$ cat config.mk
export PLATFORM = sky130hd
export DESIGN_NAME = lease_slot_allocator_with_waitlist_top
export DESIGN_NICKNAME = d
export VERILOG_FILES = /design/src/hdl/lsaw_pkg.sv /design/src/hdl/lease_slot_allocator_with_waitlist_top.sv /design/src/hdl/lsaw_ctrl.sv /design/src/hdl/lsaw_dp.sv /design/src/hdl/lsaw_outq.sv
export SDC_FILE = /design/constraint.sdc
export NUM_CORES = 2
export LEC_CHECK = 0
export ABC_CLOCK_PERIOD_IN_PS = 8700
export BUFFER_PORTS_ARGS = -buffer_cell sky130_fd_sc_hd__buf_2
export CAP_MARGIN = 40
export CORE_UTILIZATION = 62
export DETAILED_ROUTE_END_ITERATION = 6
export PLACE_DENSITY_LB_ADDON = 0.12
export SETUP_SLACK_MARGIN = 0.4
export SLEW_MARGIN = 15
export SYNTH_ARGS = -nofsm -noshare
export SYNTH_HDL_FRONTEND = slang
export SYNTH_SLANG_ARGS = --single-unit
$ cat constraint.sdc
create_clock -name aclk -period 8.7 [get_ports aclk]
set_clock_uncertainty 0.15 [all_clocks]
set_input_delay 0.435 -clock aclk [delete_from_list [all_inputs] [get_ports aclk]]
set_output_delay 0.435 -clock aclk [all_outputs]
set_load 0.005 [all_outputs]
$ cat src/hdl/lsaw_pkg.sv
// shared types, codes and constants of the lease slot allocator
// used by every module of the block, depends on nothing
package lsaw_pkg;

    localparam int ORDER_W   = 31;
    localparam int REQ_W     = 2;
    localparam int ACT_W     = 3;
    localparam int AGE_W     = 16;
    localparam int LOCK_W    = 3;
    localparam int SLOT_OUT_W = 2;
    localparam int S_TDATA_W = 32;
    localparam int M_TDATA_W = 40;
    localparam int APB_AW    = 3;
    localparam int APB_DW    = 32;

    localparam logic [AGE_W-1:0]  AGE_MAX     = 16'hFFFF;
    localparam logic [LOCK_W-1:0] LOCKERS_RST = 3'd4;
    localparam logic [AGE_W-1:0]  LEASE_RST   = 16'd3600;

    localparam logic [REQ_W-1:0] REQ_TICK    = 2'd0;
    localparam logic [REQ_W-1:0] REQ_ASSIGN  = 2'd1;
    localparam logic [REQ_W-1:0] REQ_RELEASE = 2'd2;

    localparam logic [ACT_W-1:0] ACT_RELEASED = 3'd0;
    localparam logic [ACT_W-1:0] ACT_ASSIGNED = 3'd1;
    localparam logic [ACT_W-1:0] ACT_QUEUED   = 3'd2;
    localparam logic [ACT_W-1:0] ACT_DROPPED  = 3'd3;
    localparam logic [ACT_W-1:0] ACT_NO_SLOT  = 3'd4;

    localparam logic REG_LOCKERS = 1'b0;
    localparam logic REG_LEASE   = 1'b1;

    typedef enum logic {
        ST_IDLE,
        ST_DRAIN
    } lsaw_state_t;

    typedef struct packed {
        logic [LOCK_W-1:0] lockers;
        logic [AGE_W-1:0]  lease;
    } lsaw_cfg_t;

    typedef struct packed {
        logic do_req;
        logic do_drain;
    } lsaw_cmd_t;

    typedef struct packed {
        logic [1:0] need;
        logic [1:0] space;
    } lsaw_stat_t;

    typedef struct packed {
        logic [ACT_W-1:0]      action;
        logic [SLOT_OUT_W-1:0] slot_index;
        logic [ORDER_W-1:0]    result_order;
        logic                  open_pulse;
        logic                  notify;
        logic                  last;
    } lsaw_res_t;

endpackage

$ cat src/hdl/lease_slot_allocator_with_waitlist_top.sv
// an accepted beat's results are staged in lsaw_dp, then pushed to the
// result queue in the drain state; no new beat is taken before that, and
// the drain state holds while the two-entry result queue lacks room for them
// reset: aresetn synchronous active low, frees all slots, empties the
// waitlist and result queue, restores lockers_in_use 4 and lease_ticks 3600
module lease_slot_allocator_with_waitlist_top
    import lsaw_pkg::*;
#(
    parameter int SLOTS      = 4,
    parameter int WAIT_DEPTH = 16
) (
    input  logic                  aclk,
    input  logic                  aresetn,
    // s_tdata: order_num[30:0]
    input  logic [S_TDATA_W-1:0]  s_tdata,
    // s_tuser: req_type[1:0]
    input  logic [REQ_W-1:0]      s_tuser,
    input  logic                  s_tvalid,
    output logic                  s_tready,
    // m_tdata: slot_index[1:0], result_order[32:2], open_pulse[33], notify[34]
    output logic [M_TDATA_W-1:0]  m_tdata,
    // m_tuser: action[2:0]
    output logic [ACT_W-1:0]      m_tuser,
    output logic                  m_tlast,
    output logic                  m_tvalid,
    input  logic                  m_tready,
    input  logic                  psel,
    input  logic                  penable,
    input  logic                  pwrite,
    input  logic [APB_AW-1:0]     paddr,
    input  logic [APB_DW-1:0]     pwdata,
    output logic [APB_DW-1:0]     prdata,
    output logic                  pready
);

    logic [LOCK_W-1:0] lockers_reg, lockers_next;
    logic [AGE_W-1:0]  lease_reg, lease_next;
    lsaw_cfg_t         cfg;
    lsaw_cmd_t         cmd;
    lsaw_stat_t        stat;
    logic [1:0]        push_need;
    logic [1:0]        space;
    lsaw_res_t         push_res0, push_res1, out_res;

    assign pready = 1'b1;

    always_comb begin
        lockers_next = lockers_reg;
        lease_next   = lease_reg;
        if (psel && penable && pwrite && pready) begin
            unique case (paddr[2])
                REG_LOCKERS: lockers_next = pwdata[LOCK_W-1:0];
                REG_LEASE:   lease_next   = pwdata[AGE_W-1:0];
            endcase
        end
    end

    always_comb begin
        unique case (paddr[2])
            REG_LOCKERS: prdata = {{(APB_DW - LOCK_W){1'b0}}, lockers_reg};
            REG_LEASE:   prdata = {{(APB_DW - AGE_W){1'b0}}, lease_reg};
        endcase
    end

    always_ff @(posedge aclk) begin
        if (!aresetn) begin
            lockers_reg <= LOCKERS_RST;
            lease_reg   <= LEASE_RST;
        end else begin
            lockers_reg <= lockers_next;
            lease_reg   <= lease_next;
        end
    end

    assign cfg.lockers = lockers_reg;
    assign cfg.lease   = lease_reg;
    assign stat.need   = push_need;
    assign stat.space  = space;

    lsaw_ctrl u_ctrl (
        .aclk     (aclk),
        .aresetn  (aresetn),
        .s_tvalid (s_tvalid),
        .s_tready (s_tready),
        .stat     (stat),
        .cmd      (cmd)
    );

    lsaw_dp #(
        .SLOTS      (SLOTS),
        .WAIT_DEPTH (WAIT_DEPTH)
    ) u_dp (
        .aclk      (aclk),
        .aresetn   (aresetn),
        .cmd       (cmd),
        .cfg       (cfg),
        .in_req    (s_tuser),
        .in_order  (s_tdata[ORDER_W-1:0]),
        .push_need (push_need),
        .push_res0 (push_res0),
        .push_res1 (push_res1)
    );

    lsaw_outq u_outq (
        .aclk      (aclk),
        .aresetn   (aresetn),
        .push_en   (cmd.do_drain),
        .push_cnt  (push_need),
        .push_res0 (push_res0),
        .push_res1 (push_res1),
        .space     (space),
        .m_valid   (m_tvalid),
        .m_ready   (m_tready),
        .m_res     (out_res)
    );

    assign m_tdata = {{(M_TDATA_W - SLOT_OUT_W - ORDER_W - 2){1'b0}},
                      out_res.notify, out_res.open_pulse,
                      out_res.result_order, out_res.slot_index};
    assign m_tuser = out_res.action;
    assign m_tlast = out_res.last;

endmodule

$ cat src/hdl/lsaw_ctrl.sv
// item sequencer: accept cycle, then waitlist drain and result hand-off
// depends on lsaw_pkg
module lsaw_ctrl
    import lsaw_pkg::*;
(
    input  logic       aclk,
    input  logic       aresetn,
    input  logic       s_tvalid,
    output logic       s_tready,
    input  lsaw_stat_t stat,
    output lsaw_cmd_t  cmd
);

    lsaw_state_t state_reg;
    lsaw_state_t state_next;

    always_ff @(posedge aclk) begin
        if (!aresetn) begin
            state_reg <= ST_IDLE;
        end else begin
            state_reg <= state_next;
        end
    end

    always_comb begin
        state_next = state_reg;
        cmd        = '0;
        s_tready   = 1'b0;
        unique case (state_reg)
            ST_IDLE: begin
                s_tready = 1'b1;
                if (s_tvalid) begin
                    cmd.do_req = 1'b1;
                    state_next = ST_DRAIN;
                end
            end
            ST_DRAIN: begin
                // wait for room for every result of this item
                if (stat.need <= stat.space) begin
                    cmd.do_drain = 1'b1;
                    state_next   = ST_IDLE;
                end
            end
        endcase
    end

endmodule

$ cat src/hdl/lsaw_dp.sv
// slot bank, waitlist memory and per-item result staging
// depends on lsaw_pkg, driven by lsaw_ctrl commands
module lsaw_dp
    import lsaw_pkg::*;
#(
    parameter int SLOTS      = 4,
    parameter int WAIT_DEPTH = 16
) (
    input  logic               aclk,
    input  logic               aresetn,
    input  lsaw_cmd_t          cmd,
    input  lsaw_cfg_t          cfg,
    input  logic [REQ_W-1:0]   in_req,
    input  logic [ORDER_W-1:0] in_order,
    output logic [1:0]         push_need,
    output lsaw_res_t          push_res0,
    output lsaw_res_t          push_res1
);

    localparam int SW = (SLOTS > 1) ? $clog2(SLOTS) : 1;
    localparam int HW = $clog2(WAIT_DEPTH);
    localparam int CW = $clog2(WAIT_DEPTH + 1);

    logic                busy_reg  [SLOTS];
    logic                busy_next [SLOTS];
    logic [ORDER_W-1:0]  order_reg [SLOTS];
    logic [ORDER_W-1:0]  order_next[SLOTS];
    logic [AGE_W-1:0]    age_reg   [SLOTS];
    logic [AGE_W-1:0]    age_next  [SLOTS];

    logic [HW-1:0]       head_reg, head_next;
    logic [HW-1:0]       tail_reg, tail_next;
    logic [CW-1:0]       count_reg, count_next;

    lsaw_res_t           pend_reg, pend_next;
    logic                pend_valid_reg, pend_valid_next;
    logic                bypass_reg, bypass_next;
    logic [ORDER_W-1:0]  rd_data_reg;
    logic [ORDER_W-1:0]  wait_mem [WAIT_DEPTH];
    logic                push_wr;

    logic [SLOTS-1:0]    free_vec, exp_vec, match_vec;
    logic                free_found, exp_found, match_found, slot_found;
    logic [SW-1:0]       free_idx, exp_idx, match_idx, slot_idx;
    logic                drain_go;
    logic [ORDER_W-1:0]  drain_order;
    lsaw_res_t           drain_res;

    always_comb begin
        for (int i = 0; i < SLOTS; i++) begin
            free_vec[i]  = (i < int'(cfg.lockers)) && !busy_reg[i];
            exp_vec[i]   = (i < int'(cfg.lockers)) && (age_reg[i] > cfg.lease);
            match_vec[i] = (i < int'(cfg.lockers)) && busy_reg[i]
                           && (order_reg[i] == in_order);
        end
    end

    // lowest set bit of each search vector
    always_comb begin
        free_found  = 1'b0;
        exp_found   = 1'b0;
        match_found = 1'b0;
        free_idx    = '0;
        exp_idx     = '0;
        match_idx   = '0;
        for (int i = SLOTS - 1; i >= 0; i--) begin
            if (free_vec[i]) begin
                free_found = 1'b1;
                free_idx   = SW'(i);
            end
            if (exp_vec[i]) begin
                exp_found = 1'b1;
                exp_idx   = SW'(i);
            end
            if (match_vec[i]) begin
                match_found = 1'b1;
                match_idx   = SW'(i);
            end
        end
    end

    assign slot_found  = free_found || exp_found;
    assign slot_idx    = free_found ? free_idx : exp_idx;
    assign drain_go    = (count_reg != '0) && slot_found;
    assign drain_order = bypass_reg ? pend_reg.result_order : rd_data_reg;

    always_comb begin
        drain_res              = '0;
        drain_res.action       = ACT_ASSIGNED;
        drain_res.slot_index   = SLOT_OUT_W'(slot_idx);
        drain_res.result_order = drain_order;
        drain_res.open_pulse   = 1'b1;
        drain_res.notify       = 1'b1;
        drain_res.last         = 1'b1;
    end

    always_comb begin
        push_res0      = pend_valid_reg ? pend_reg : drain_res;
        push_res0.last = pend_valid_reg ? !drain_go : 1'b1;
        push_res1      = drain_res;
        push_need      = {1'b0, pend_valid_reg} + {1'b0, drain_go};
    end

    always_comb begin
        busy_next       = busy_reg;
        order_next      = order_reg;
        age_next        = age_reg;
        head_next       = head_reg;
        tail_next       = tail_reg;
        count_next      = count_reg;
        pend_next       = pend_reg;
        pend_valid_next = pend_valid_reg;
        bypass_next     = bypass_reg;
        push_wr         = 1'b0;

        if (cmd.do_req) begin
            pend_next              = '0;
            pend_next.result_order = in_order;
            pend_valid_next        = 1'b0;
            bypass_next            = 1'b0;
            case (in_req)
                REQ_TICK: begin
                    for (int i = 0; i < SLOTS; i++) begin
                        if (busy_reg[i] && age_reg[i] != AGE_MAX) begin
                            age_next[i] = age_reg[i] + AGE_W'(1);
                        end
                    end
                end
                REQ_ASSIGN: begin
                    pend_valid_next = 1'b1;
                    if (match_found) begin
                        busy_next[match_idx] = 1'b0;
                        pend_next.action     = ACT_RELEASED;
                        pend_next.slot_index = SLOT_OUT_W'(match_idx);
                        pend_next.open_pulse = 1'b1;
                    end else if (slot_found) begin
                        busy_next[slot_idx]  = 1'b1;
                        order_next[slot_idx] = in_order;
                        age_next[slot_idx]   = '0;
                        pend_next.action     = ACT_ASSIGNED;
                        pend_next.slot_index = SLOT_OUT_W'(slot_idx);
                        pend_next.open_pulse = 1'b1;
                        pend_next.notify     = 1'b1;
                    end else if (count_reg == CW'(WAIT_DEPTH)) begin
                        pend_next.action = ACT_DROPPED;
                    end else begin
                        push_wr          = 1'b1;
                        bypass_next      = (count_reg == '0);
                        tail_next        = (tail_reg == HW'(WAIT_DEPTH - 1)) ? '0
                                           : tail_reg + HW'(1);
                        count_next       = count_reg + CW'(1);
                        pend_next.action = ACT_QUEUED;
                    end
                end
                REQ_RELEASE: begin
                    pend_valid_next = 1'b1;
                    if (match_found) begin
                        busy_next[match_idx] = 1'b0;
                        pend_next.action     = ACT_RELEASED;
                        pend_next.slot_index = SLOT_OUT_W'(match_idx);
                        pend_next.open_pulse = 1'b1;
                    end else begin
                        pend_next.action = ACT_NO_SLOT;
                    end
                end
                default: begin
                end
            endcase
        end

        if (cmd.do_drain) begin
            pend_valid_next = 1'b0;
            if (drain_go) begin
                busy_next[slot_idx]  = 1'b1;
                order_next[slot_idx] = drain_order;
                age_next[slot_idx]   = '0;
                head_next            = (head_reg == HW'(WAIT_DEPTH - 1)) ? '0
                                       : head_reg + HW'(1);
                count_next           = count_reg - CW'(1);
            end
        end
    end

    always_ff @(posedge aclk) begin
        if (!aresetn) begin
            for (int i = 0; i < SLOTS; i++) begin
                busy_reg[i] <= 1'b0;
                age_reg[i]  <= '0;
            end
            head_reg       <= '0;
            tail_reg       <= '0;
            count_reg      <= '0;
            pend_valid_reg <= 1'b0;
        end else begin
            busy_reg       <= busy_next;
            age_reg        <= age_next;
            head_reg       <= head_next;
            tail_reg       <= tail_next;
            count_reg      <= count_next;
            pend_valid_reg <= pend_valid_next;
        end
    end

    always_ff @(posedge aclk) begin
        order_reg  <= order_next;
        pend_reg   <= pend_next;
        bypass_reg <= bypass_next;
    end

    // waitlist storage, head read on every accepted beat
    always_ff @(posedge aclk) begin
        if (push_wr) begin
            wait_mem[tail_reg] <= in_order;
        end
        if (cmd.do_req) begin
            rd_data_reg <= wait_mem[head_reg];
        end
    end

endmodule

$ cat src/hdl/lsaw_outq.sv
// two-entry result queue in front of the output channel
// depends on lsaw_pkg
module lsaw_outq
    import lsaw_pkg::*;
(
    input  logic       aclk,
    input  logic       aresetn,
    input  logic       push_en,
    input  logic [1:0] push_cnt,
    input  lsaw_res_t  push_res0,
    input  lsaw_res_t  push_res1,
    output logic [1:0] space,
    output logic       m_valid,
    input  logic       m_ready,
    output lsaw_res_t  m_res
);

    lsaw_res_t  ent_reg [2];
    logic       head_reg, head_next;
    logic [1:0] count_reg, count_next;
    logic       wr0, pop;
    logic [1:0] add;

    assign m_valid = (count_reg != 2'd0);
    assign m_res   = ent_reg[head_reg];
    assign space   = 2'd2 - count_reg;
    assign pop     = m_valid && m_ready;
    assign wr0     = head_reg ^ count_reg[0];
    assign add     = push_en ? push_cnt : 2'd0;

    always_comb begin
        count_next = count_reg + add - {1'b0, pop};
        head_next  = head_reg ^ pop;
    end

    always_ff @(posedge aclk) begin
        if (!aresetn) begin
            head_reg  <= 1'b0;
            count_reg <= 2'd0;
        end else begin
            head_reg  <= head_next;
            count_reg <= count_next;
        end
    end

    always_ff @(posedge aclk) begin
        if (add != 2'd0) begin
            ent_reg[wr0] <= push_res0;
        end
        if (add == 2'd2) begin
            ent_reg[~wr0] <= push_res1;
        end
    end

endmodule

==> out/summary.txt <==
outcome: completed
Inst Count DP: 3517
relative slew slack: 37.4%
slowest stage cell on the critical path: o221ai_1
I/O pins: 155
CTS Buf Count: 88
Async SR Flop Fraction: 0%
All-Layer GR Usage: 33.0%
final setup vio count: 0
Detailed Routing Iterations Pass 1: 6
Post-DP Area: 39800 um^2
cell taking the most area after synthesis: edfxtp_1
slowest stage delay, CP: 0.59 ns
post-CTS sizing: 0
pwr dens: 249 nW/um^2
Logic pwr share: 16.2%
Hold Fails Final Rpt: 0
CTS Sinks: 874
vias in the first global route: 24200
period utilization: 71.7%
dominant synthesized flop cell: edfxtp_1
CTS Hold Bufs: 17
setup_tns: 0 ns
initial core utilization: 63.1%
GP Congestion: 0.932
layout cells sized above 1: 18.8%
Hold Crit Class: in2reg
DR vias: 24500
max FFs per register: 496
achievable frequency: 160 MHz
CP Launch Type: register
Synth cell types: 78
number of buffers and inverters on the critical path: 1
Die ar.: 62800 um^2
Seq cells post-synth: 874
final hold slack: 0.110 ns
Area contributors post-synth: edfxtp_1, dfxtp_1, mux4_2
post-CTS setup repair buffer count: 0
worst slew pin tran: 0.930 ns
Layout Nets: 3005
share of the synthesized area in the top cell type: 49.5%
number of H-tree levels: 3
kind of critical path: reg2reg
# port buffers: 113
cell class contributing the biggest share of worst-path delay: simple AND/OR/NAND/NOR gates
crit path DAT: 6.57 ns
DP HPWL: 63400 um
switching part of the total: 26.5%
VDD IR-drop max: 264 uV
CORE AREA: 60700 um^2
GRT overflow: 0
TritonCTS clock tree: done
Tmin final: 6.24 ns
synthesized area: 38300 um^2
worst setup margin: 2.46 ns
sequential share of power: 47.5%
Final Slew Violations: 0
1st-iter DRT viols: 2724
total net switching power: 0.00284 W
Mapped Avg Cell Area: 14.1 um^2
CTS max path bufs: 3
CP required: 9.03 ns
CP Capture Type: register
largest net degree at the start of global routing: 88
Cells after Synth: 2727
Post-synth EDFFs: 632
wire per inst: 27.6 um
DIE WIDTH: 251 um
antenna-violating nets left: 0
Max Cap Viol: 0
clock network power share: 36.2%
RSZ-0062 raised after global routing: false
Worst-path clk slew: 0.06 ns
# rows: 90
CP max FO: 11
first-pass GRT wire length: 153000 um
Die H: 251 um
dpl ws: 2.62 ns
Lkg Pwr: 14.9 nW
sequential area share after synthesis: 62.2%
initial antenna violation count: 8
root buf cell: clkbuf_16
crit-path cells: inv_1 -> ha_1 -> nand4_1 -> nor4_1 -> a41o_1 -> a41oi_2 -> or3_1 -> nor3_4 -> nor2_1 -> ha_1 -> ha_1 -> nor2b_1 -> o21ai_0 -> nand2_1 -> nor2_1 -> nand3_1 -> o221ai_1 -> a211oi_2 -> o21ai_0 -> o21ai_0
fin cells: 3699
Int Pwr: 0.00786 W
drt total wl: 102000 um
DRC: 0
post-DR vias/cell: 6.62
post-synthesis to final-layout area growth: 12.1%
design area: 42900 um^2
Worst-Skew Late Latency: 0.65 ns
Synth warnings: 0
==> layout by cell type, fill, tap and decap left out, types with 7 or more instances in the layout <==
cell / n
edfxtp_1: 632
dfxtp_1: 237
nand2_1: 205
mux2i_1: 163
mux4_2: 155
a21oi_1: 150
o21ai_0: 123
xor2_1: 118
buf_2: 115
nor2_1: 98
clkbuf_16: 90
ha_1: 85
o22ai_1: 62
inv_1: 49
buf_4: 44
mux2_2: 43
nand3_1: 41
nand4_1: 34
nor3_1: 34
nor4_1: 32
and2_1: 27
a31oi_1: 25
conb_1: 22
clkbuf_1: 21
a311oi_1: 17
dlygate4sd3_1: 17
nor2b_1: 16
xnor2_1: 15
nand2b_1: 12
nor2_4: 12
o211ai_1: 11
clkinv_1: 11
clkinv_2: 11
and3_1: 10
bufinv_16: 10
o21a_1: 9
and4_1: 7
or3_1: 7
==> logic make-up (layout without fill, tap and decap cells) <==
kind of cell	after synthesis	in the layout	share of synthesized area, %
other	2	24	0.0196
flip-flops	874	874	62.2
XOR/XNOR	133	133	3.04
buffers and inverters	225	393	2.63
multiplexers	361	361	14.6
AND/OR/NAND/NOR	573	573	7.24
adder cells (fa/ha/maj)	85	85	2.77
AO/OA/AOI/OAI	474	474	7.50
==> per-layer routing <==
metal  global-route usage [%]  up-vias  part of all wire, %
met5                        0        -                0.033
met4                     9.69        6                  2.6
met3                     4.55      180                  7.7
met2                     54.5     1190                   49
met1                     46.1    12400                   40
li1                         -    10700                    -
==> final timing paths <==
check                        from                    to  slack (ns)  cells past startpoint
max reg2reg         lease_reg[15]      u_dp.age_reg[31]        2.46                     20
min                       aresetn        lockers_reg[2]        0.11                      2
min reg2reg  u_outq.ent_reg[0][0]  u_outq.ent_reg[0][0]        0.31                      1
max                 lease_reg[15]      u_dp.age_reg[31]        2.46                     20
==> layout make-up <==
cell class                      instances  area [um^2]
Clock buffer                          119         2410
Clock inverter                         42          552
Timing Repair Buffer                  182         1230
Sequential cell                       874        23800
Tap cell                              782          978
Fill cell                            3972        17700
Inverter                               50          188
Multi-Input combinational cell       1648        13700
Antenna cell                            2         5.00
==> power groups by stage <==
stage	Combinational, W	Sequential (W)	Clock [W]
after floorplan	0.00119	0.00509	0
after global placement	0.00160	0.00519	0
after detailed placement	0.00171	0.00517	0
after CTS	0.00174	0.00508	0.00391
after global routing	0.00187	0.00512	0.00407
final	0.00174	0.00509	0.00388
==> cell usage after synthesis (45+ instances only) <==
library cell and n:
a21oi_1 153, buf_2 45, clkbuf_1 84, dfxtp_1 242, edfxtp_1 632, ha_1 85, inv_1 49, mux2i_1 163
mux4_2 155, nand2_1 206, nor2_1 112, o21ai_0 124, o22ai_1 63, xor2_1 118
==> per-stage QoR <==
step / util (%) / total power, W
6_report: 70.8 / 0.0107
5_1_grt: 70.8 / 0.0111
4_1_cts: 70.7 / 0.0107
3_5_place_dp: 65.6 / 0.00688
3_3_place_gp: 65.3 / 0.00679
2_1_floorplan: - / 0.00627
(Power assumes the default switching activity.)
